`src/rtl/framebuffer_pixel_expander_macros.svh`:
```
// ----------------------------------------------------------------------------
// framebuffer pixel expander assertion macros
// shared concurrent assertion forms, sampled on clk_i, off during reset
// ----------------------------------------------------------------------------
`ifndef FRAMEBUFFER_PIXEL_EXPANDER_MACROS_SVH
`define FRAMEBUFFER_PIXEL_EXPANDER_MACROS_SVH

// expression must never be true
`define FBPE_ASSERT_NEVER(lbl, expr) \
  lbl: assert property (@(posedge clk_i) disable iff (!rst_ni) !(expr)) \
    else $error("assertion failed: never");

// consequent must hold in the cycle after the antecedent
`define FBPE_ASSERT_NEXT(lbl, ante, cons) \
  lbl: assert property (@(posedge clk_i) disable iff (!rst_ni) (ante) |=> (cons)) \
    else $error("assertion failed: next");

`endif

```
`src/rtl/fbpe_pkg.sv`:
```
// ----------------------------------------------------------------------------
// fbpe_pkg
// shared types and constants of the frame-buffer pixel expander
// ----------------------------------------------------------------------------
package fbpe_pkg;

  localparam int IDX_W   = 8;
  localparam int RANGE_W = IDX_W + 1;
  localparam int PIX_W   = 32;
  localparam int RGB_W   = 24;
  localparam int DEPTH_W = 3;

  localparam logic [DEPTH_W-1:0] DEPTH_MONO  = 3'd0;
  localparam logic [DEPTH_W-1:0] DEPTH_PAL2  = 3'd1;
  localparam logic [DEPTH_W-1:0] DEPTH_PAL4  = 3'd2;
  localparam logic [DEPTH_W-1:0] DEPTH_PAL8  = 3'd3;
  localparam logic [DEPTH_W-1:0] DEPTH_RGB16 = 3'd4;
  localparam logic [DEPTH_W-1:0] DEPTH_RGB32 = 3'd5;

  localparam logic CFG_COLOR = 1'b0;
  localparam logic CFG_DEPTH = 1'b1;

  typedef struct packed {
    logic               color_enable;
    logic [DEPTH_W-1:0] pixel_depth;
  } cfg_t;

  typedef struct packed {
    logic             lookup;
    logic             hit;
    logic [IDX_W-1:0] index;
    logic [PIX_W-1:0] direct;
    logic             last;
  } pix_req_t;

endpackage

```
`src/rtl/fbpe_unpack.sv`:
```
// ----------------------------------------------------------------------------
// fbpe_unpack
// holds one input beat and issues one pixel request per cycle from it unless
// stalled; palette writes are carried out here in order with the lookups
// ----------------------------------------------------------------------------
module fbpe_unpack
  import fbpe_pkg::*;
#(
  parameter int PALETTE_ENTRIES = 256,
  localparam int ADDR_W = $clog2(PALETTE_ENTRIES)
) (
  input  logic                clk_i,
  input  logic                rst_ni,
  input  cfg_t                cfg_i,
  input  logic                in_valid_i,
  output logic                in_ready_o,
  input  logic                mode_i,
  input  logic [IDX_W-1:0]    palette_index_i,
  input  logic [15:0]         red_level_i,
  input  logic [15:0]         green_level_i,
  input  logic [15:0]         blue_level_i,
  input  logic [PIX_W-1:0]    frame_word_i,
  output logic                req_valid_o,
  input  logic                req_ready_i,
  output pix_req_t            req_o,
  output logic                pal_we_o,
  output logic [ADDR_W-1:0]   pal_waddr_o,
  output logic [RGB_W-1:0]    pal_wdata_o
);

  typedef enum logic [2:0] {
    KIND_WRITE,
    KIND_MONO,
    KIND_PAL2,
    KIND_PAL4,
    KIND_PAL8,
    KIND_RGB16,
    KIND_RGB32
  } kind_e;

  localparam logic [RANGE_W-1:0] ENTRIES = RANGE_W'(PALETTE_ENTRIES);

  logic             s0_valid_q, s0_valid_d;
  kind_e            kind_q, kind_d;
  logic [2:0]       pos_q, pos_d;
  logic [PIX_W-1:0] data_q, data_d;

  logic [2:0]       last_pos;
  logic             is_last;
  logic             issue;
  logic             accept;
  kind_e            kind_in;
  logic             keep_in;

  function automatic logic [PIX_W-1:0] rgb555(input logic [15:0] t);
    rgb555 = {t[14:10], t[14:12], t[9:5], t[9:7], t[4:0], t[4:2], 8'h00};
  endfunction

  always_comb begin
    unique case (kind_q)
      KIND_MONO: last_pos = 3'd7;
      KIND_PAL2: last_pos = 3'd3;
      KIND_PAL4: last_pos = 3'd1;
      default:   last_pos = 3'd0;
    endcase
  end

  assign is_last    = (pos_q == last_pos);
  assign issue      = s0_valid_q && ((kind_q == KIND_WRITE) || req_ready_i);
  assign in_ready_o = !s0_valid_q || (issue && is_last);
  assign accept     = in_valid_i && in_ready_o;

  // pixel request from the current beat
  always_comb begin
    req_o = '0;
    req_o.last = is_last;
    unique case (kind_q)
      KIND_PAL2: begin
        req_o.lookup = 1'b1;
        req_o.index  = {6'b0, data_q[7:6]};
      end
      KIND_PAL4: begin
        req_o.lookup = 1'b1;
        req_o.index  = {4'b0, data_q[7:4]};
      end
      KIND_PAL8: begin
        req_o.lookup = 1'b1;
        req_o.index  = data_q[7:0];
      end
      KIND_MONO: begin
        req_o.direct = data_q[7] ? 32'h0000_0000 : 32'h0000_00FF;
      end
      KIND_RGB16: begin
        req_o.direct = rgb555(data_q[15:0]);
      end
      KIND_RGB32: begin
        req_o.direct = {data_q[23:0], 8'h00};
      end
      default: begin
        req_o.index = data_q[7:0];
      end
    endcase
    req_o.hit = ({1'b0, req_o.index} < ENTRIES);
  end

  assign req_valid_o = s0_valid_q && (kind_q != KIND_WRITE);
  assign pal_we_o    = s0_valid_q && (kind_q == KIND_WRITE) && req_o.hit;
  assign pal_waddr_o = data_q[ADDR_W-1:0];
  assign pal_wdata_o = data_q[31:8];

  // classify an incoming beat
  always_comb begin
    keep_in = 1'b1;
    kind_in = KIND_WRITE;
    if (mode_i) begin
      if (!cfg_i.color_enable) begin
        kind_in = KIND_MONO;
      end else begin
        unique case (cfg_i.pixel_depth)
          DEPTH_MONO:  kind_in = KIND_MONO;
          DEPTH_PAL2:  kind_in = KIND_PAL2;
          DEPTH_PAL4:  kind_in = KIND_PAL4;
          DEPTH_PAL8:  kind_in = KIND_PAL8;
          DEPTH_RGB16: kind_in = KIND_RGB16;
          DEPTH_RGB32: kind_in = KIND_RGB32;
          default:     keep_in = 1'b0;
        endcase
      end
    end
  end

  always_comb begin
    s0_valid_d = s0_valid_q;
    kind_d     = kind_q;
    pos_d      = pos_q;
    data_d     = data_q;
    if (issue) begin
      pos_d = pos_q + 3'd1;
      unique case (kind_q)
        KIND_MONO: data_d[7:0] = {data_q[6:0], 1'b0};
        KIND_PAL2: data_d[7:0] = {data_q[5:0], 2'b0};
        KIND_PAL4: data_d[7:0] = {data_q[3:0], 4'b0};
        default:   data_d[7:0] = data_q[7:0];
      endcase
      if (is_last) begin
        s0_valid_d = 1'b0;
      end
    end
    if (accept) begin
      s0_valid_d = keep_in;
      kind_d     = kind_in;
      pos_d      = 3'd0;
      data_d     = mode_i ? frame_word_i
                          : {red_level_i[15:8], green_level_i[15:8],
                             blue_level_i[15:8], palette_index_i};
    end
  end

  always_ff @(posedge clk_i or negedge rst_ni) begin
    if (!rst_ni) begin
      s0_valid_q <= 1'b0;
      kind_q     <= KIND_WRITE;
      pos_q      <= 3'd0;
    end else begin
      s0_valid_q <= s0_valid_d;
      kind_q     <= kind_d;
      pos_q      <= pos_d;
    end
  end

  always_ff @(posedge clk_i) begin
    data_q <= data_d;
  end

endmodule

```
`config.mk`:
```
export PLATFORM = sky130hd
export DESIGN_NAME = fbpe_unpack
export DESIGN_NICKNAME = d
export VERILOG_FILES = /design/src/rtl/framebuffer_pixel_expander_macros.svh /design/src/rtl/fbpe_pkg.sv /design/src/rtl/fbpe_unpack.sv
export SDC_FILE = /design/constraint.sdc
export NUM_CORES = 1
export LEC_CHECK = 0
export ABC_AREA = 1
export BUFFER_PORTS_ARGS = -buffer_cell sky130_fd_sc_hd__buf_2
export CORE_AREA = 2 2 81 83
export CTS_CLUSTER_DIAMETER = 120
export CTS_CLUSTER_SIZE = 8
export DETAILED_ROUTE_END_ITERATION = 8
export DIE_AREA = 0 0 83 85
export PLACE_DENSITY = 0.79
export SKIP_CTS_REPAIR_TIMING = 1
export SYNTH_ARGS = -nofsm -noshare
export SYNTH_HDL_FRONTEND = slang
export SYNTH_SLANG_ARGS = --single-unit
```
`constraint.sdc`:
```
create_clock -name clk_i -period 2.65 [get_ports clk_i]
set_clock_uncertainty 0.1 [all_clocks]
set_input_delay 0.795 -clock clk_i [delete_from_list [all_inputs] [get_ports clk_i]]
set_output_delay 0.795 -clock clk_i [all_outputs]
set_load 0.01 [all_outputs]
```
# Word-level counts from Yosys, hierarchy flattened

Cells that the tools add are included.

Add/subtract/negate cells: 1
Reduce and logical (&&, ||, !) cells: 19
Muxes and demuxes: 20
Eq/ne operators: 12

Operators by type and width:

| operator                                             | count |
|---|---|
| case mux 32 bit (3 select lines)                     | 1 |
| case mux 8 bit (3 select lines)                      | 2 |
| two-way mux 32 bit                                   | 1 |
| two-way mux 8 bit                                    | 3 |
| case mux 3 bit (6 select lines)                      | 1 |
| equality test 3 bit (second input constant)          | 5 |
| equality test 3 x 2 -> 1 bit (second input constant) | 4 |
| two-way mux 3 bit                                    | 4 |
| case mux 3 bit (3 select lines)                      | 1 |
| two-way mux 1 bit                                    | 7 |
| equality test 3 x 1 -> 1 bit (second input constant) | 2 |
| logical NOT 3 bit                                    | 2 |
| OR reduction 3 bit                                   | 2 |
| OR reduction 6 bit                                   | 1 |
| logical AND 1 bit                                    | 5 |
| AND reduction 2 bit                                  | 2 |
| nonzero test 2 bit                                   | 2 |
| nonzero test 4 bit                                   | 1 |
| adder 3 x 1 -> 3 bit (second input constant)         | 1 |
| equality test 3 bit                                  | 1 |
| nonzero test 3 bit                                   | 1 |
| logical OR 1 bit                                     | 2 |
| logical NOT 1 bit                                    | 1 |

Bits in registers: 39
Logic and storage cells: 57
Input bits: 97

# Depth between registers and ports, before layout

Word-level depth: 8
Mapped depth: 12
Gate-level depth less buffers: 11

# Worst setup path after synthesis

No wires, ideal clock.

Path type: input to register
Start: input port req_ready_i
End: register data_q[10] (enable)
Stages on the path: 6
Buffers on the path: 0
Slack: 0.423 ns
Arrival time: 1.746 ns
Cell sequence: nand2_1 o21ai_2 nand3_2 nand2_4 nand2_4 inv_1

Word-level cells in the longest chain between the ends: 5

RTL lines:

| element                | RTL line           | RTL |
|---|---|---|
| start: declaration     | fbpe_unpack.sv:24  | `input logic req_ready_i,` |
| logical OR 1 bit       | fbpe_unpack.sv:69  | `assign issue = s0_valid_q && ((kind_q == KIND_WRITE) \|\| req_ready_i);` |
| logical AND 1 bit      | fbpe_unpack.sv:69  |  |
| logical AND 1 bit      | fbpe_unpack.sv:70  | `assign in_ready_o = !s0_valid_q \|\| (issue && is_last);` |
| logical OR 1 bit       | fbpe_unpack.sv:70  |  |
| logical AND 1 bit      | fbpe_unpack.sv:71  | `assign accept = in_valid_i && in_ready_o;` |
| named net accept       | fbpe_unpack.sv:51  | `logic accept;` |
| end signal: assignment | fbpe_unpack.sv:172 | `data_q <= data_d;` |
| end: declaration       | fbpe_unpack.sv:46  | `logic [PIX_W-1:0] data_q, data_d;` |

The timed path passes the listed nets, and every way through them passes these cells.
A chain may end at the register's enable or synchronous reset.

==> reports/summary.md <==
The total number of H-tree levels was 2; the number of optimization iterations in the first detailed-route pass was 5. Counting the buffers created by CTS gives 5. The worst setup path is of the reg2out kind. The total instance count after detailed placement is 535, and the HPWL reported at the end of detailed placement is 5.47 mm.

The via count of the first global-routing pass is 2,381, and the fraction of the core area covered by cells at the end of the flow is 55.6%. The tree built by TritonCTS fans out to 39 sinks. At the worst endpoint, the required time is 1.76 ns. Power comes to 3710 uW. For the worst-skew pair, the clock arrives at the later sink with an insertion delay of 0.30 ns. The flow ran to the end, and the final reports show no timing, DRC or antenna violations.

The routed via count is 2,631, and the residual antenna-violating net count after detailed routing is 0. The cell count after synthesis came out at 326. The starting DRC count in detailed routing came out at 163. For the initial cell density of the core, the log shows 39.9%. The number of warnings printed during yosys synthesis came out at 0. Register bit total from synthesis: 39. The clock passes through at most 2 buffers.

After the last flow step, the layout net total stands at 568. The initial antenna violation count came out at 0. The cell sitting at the root of the clock tree is a clkbuf_8. 0 antenna diodes ended up in the layout. The die height works out to 85 um. The routed design could run at a clock period as short as 2.55 ns. Leaving out fill and tap cells, the most frequent cell in the layout is buf_2.

Entering global routing, the biggest net connects 25 pins. In the routed layout, each cell is associated on average with a via count of 4.80. The library cells used most frequently in the layout, excluding fill and tap cells, are buf_2 (149), nand2_1 (135), inv_1 (35).

The finished cells cover 0.00345 sq mm. The first global-routing pass estimated 11.0 mm of wire. Worst hold-check path type: in2async. The tools report the category of the worst setup path capture point as an output pin. The die covers 0.00706 sq mm. The peak fanout along the critical path is 24. The power density over the cells was 1080 mW/mm^2. TritonCTS built the clock tree. The number of DRC violations after detailed routing was 0; the global-route usage over all layers was 19.2%.

The final-report hold violation count is 0, and the average detailed-routed wire length per instance is 12.8 um. The synthesized netlist occupies a cell area of 0.00248 sq mm. The clock-pin transition on the worst setup and hold timing paths is 0.08 ns, and the routability congestion estimate is 0.889.

The fraction of layout instances using a drive strength above 1 was 39.7%; the mean post-synth cell area was 7.60 sq um. The placement-stage cell area came out at 0.00324 sq mm. The final critical path takes up 96.4% of the cycle.

The count of final max-slew check failures is 0, and the number of cells in the finished layout apart from fillers is 548. In this run the core area contains 29 standard-cell rows. The tools report the total of endpoints with negative setup slack in the final report as 0. Derived from the worst setup path, the maximum achievable clock frequency is 391 MHz.

The total detailed-routing wirelength is 7.04 mm, and the sequential area share after synthesis is 45.9%. Port buffering added 149 buffers. 175 I/O pins were placed. The number of nets handed over by synthesis was 424. The startpoint type of the worst setup path was a flip-flop. The netlist uses 29 different library cells.

The worst endpoint data arrival time is 1.66 ns, and the area of the core is 0.00620 sq mm. IR analysis of the VDD net gives a maximum drop of 0.647 mV. The logs give 0 for the number of max-capacitance violations reported and 0 for the overall overflow remaining after global route. The depth of the worst register-to-register path was 9; the horizontal die dimension was 83 um. The synthesis-to-layout area growth works out to 39.2%. In this run the static leakage power is 0.00194 uW.
## final timing paths
| check | start | to | slack [ns] |
|---|---|---|---|
| worst max-delay path | kind_q[0] | req_o[20] | 0.1 |
| worst min-delay path | rst_ni | pos_q[0] | 0.22 |
| worst max register to register | kind_q[0] | data_q[31] | 0.37 |
| worst min register to register | kind_q[2] | kind_q[2] | 0.45 |
| max in group asynchronous | rst_ni | kind_q[2] | 2.05 |
| min in group clk_i | kind_q[2] | kind_q[2] | 0.45 |
## report_power, final
| part | total (uW) | switching (uW) | internal [uW] | leakage, uW |
|---|---|---|---|---|
| combinational | 2040 | 1270 | 772 | 0.00150 |
| sequential | 1150 | 156 | 997 | 0.000383 |
| clock | 518 | 232 | 285 | 0.0000587 |
| total | 3710 | 1650 | 2050 | 0.00194 |
## metrics by stage
stage	hold WS [ns]	TNS, ns	worst slack [ns]
after floorplan	0.399	0	0.423
after global placement	0.426	0	0.254
after detailed placement	0.439	0	0.241
after CTS	0.217	-0.357	-0.0665
after global routing	0.215	-0.0312	-0.0124
final	0.217	0	0.0950
## sequential cells by signal, indices dropped and copies added (netlist names)
signal      flops
pos_q           3
s0_valid_q      1
data_q         32
kind_q          3
## cell type report
class / count / area [sq um]
repair buffers: 160 / 845
clock inverters: 3 / 47.5
flip-flops and latches: 39 / 1140
well taps: 77 / 96.3
clock buffers: 5 / 68.8
fillers: 562 / 2760
multi-input cells: 225 / 1100
inverters: 39 / 149
## per-layer routing
| metal | part of all wire, % | GRT usage [%] |
|---|---|---|
| met1 | 42 | 24.4 |
| met2 | 49 | 32.9 |
| met3 | 7.3 | 3.79 |
| met4 | 1.7 | 6.86 |
| met5 | 0 | 0 |
## critical path, cell delays in order (launching register included)
cell and delay, ns:
dfrtp_2 0.45, inv_2 0.14, nand3_1 0.16, buf_4 0.26, o22ai_1 0.20, buf_2 0.16
## cells in the mapped netlist (all sizes together)
| cell | number | share of area [%] |
|---|---|---|
| xnor2 | 1 | 0.35 |
| edfxtp | 32 | 39 |
| buf | 11 | 3.6 |
| o221ai | 4 | 1.4 |
| clkbuf | 12 | 1.8 |
| o22ai | 28 | 7.1 |
| o21ai | 6 | 1.4 |
| inv | 39 | 5.9 |
| mux2i | 1 | 0.40 |
| xor2 | 2 | 0.71 |
| a31oi | 1 | 0.25 |
| dfrtp | 7 | 7.1 |
| a22oi | 2 | 0.61 |
| nand2 | 138 | 22 |
| conb | 1 | 0.15 |
| a21oi | 2 | 0.40 |
| nand3 | 21 | 4.8 |
| nor3 | 1 | 0.20 |
| ha | 1 | 0.50 |
| nor2 | 15 | 2.4 |
| nand4 | 1 | 0.50 |
## logic make-up after synthesis
kind of cell	after synthesis	share of synthesized area, %
buffers and inverters	62	11.4
XOR/XNOR	3	1.06
AO/OA/AOI/OAI	43	11.1
AND/OR/NAND/NOR	176	29.5
adder cells (fa/ha/maj)	1	0.505
other	1	0.151
multiplexers	1	0.404
flip-flops	39	45.9
No activity file was read; power rests on OpenSTA's default activity.
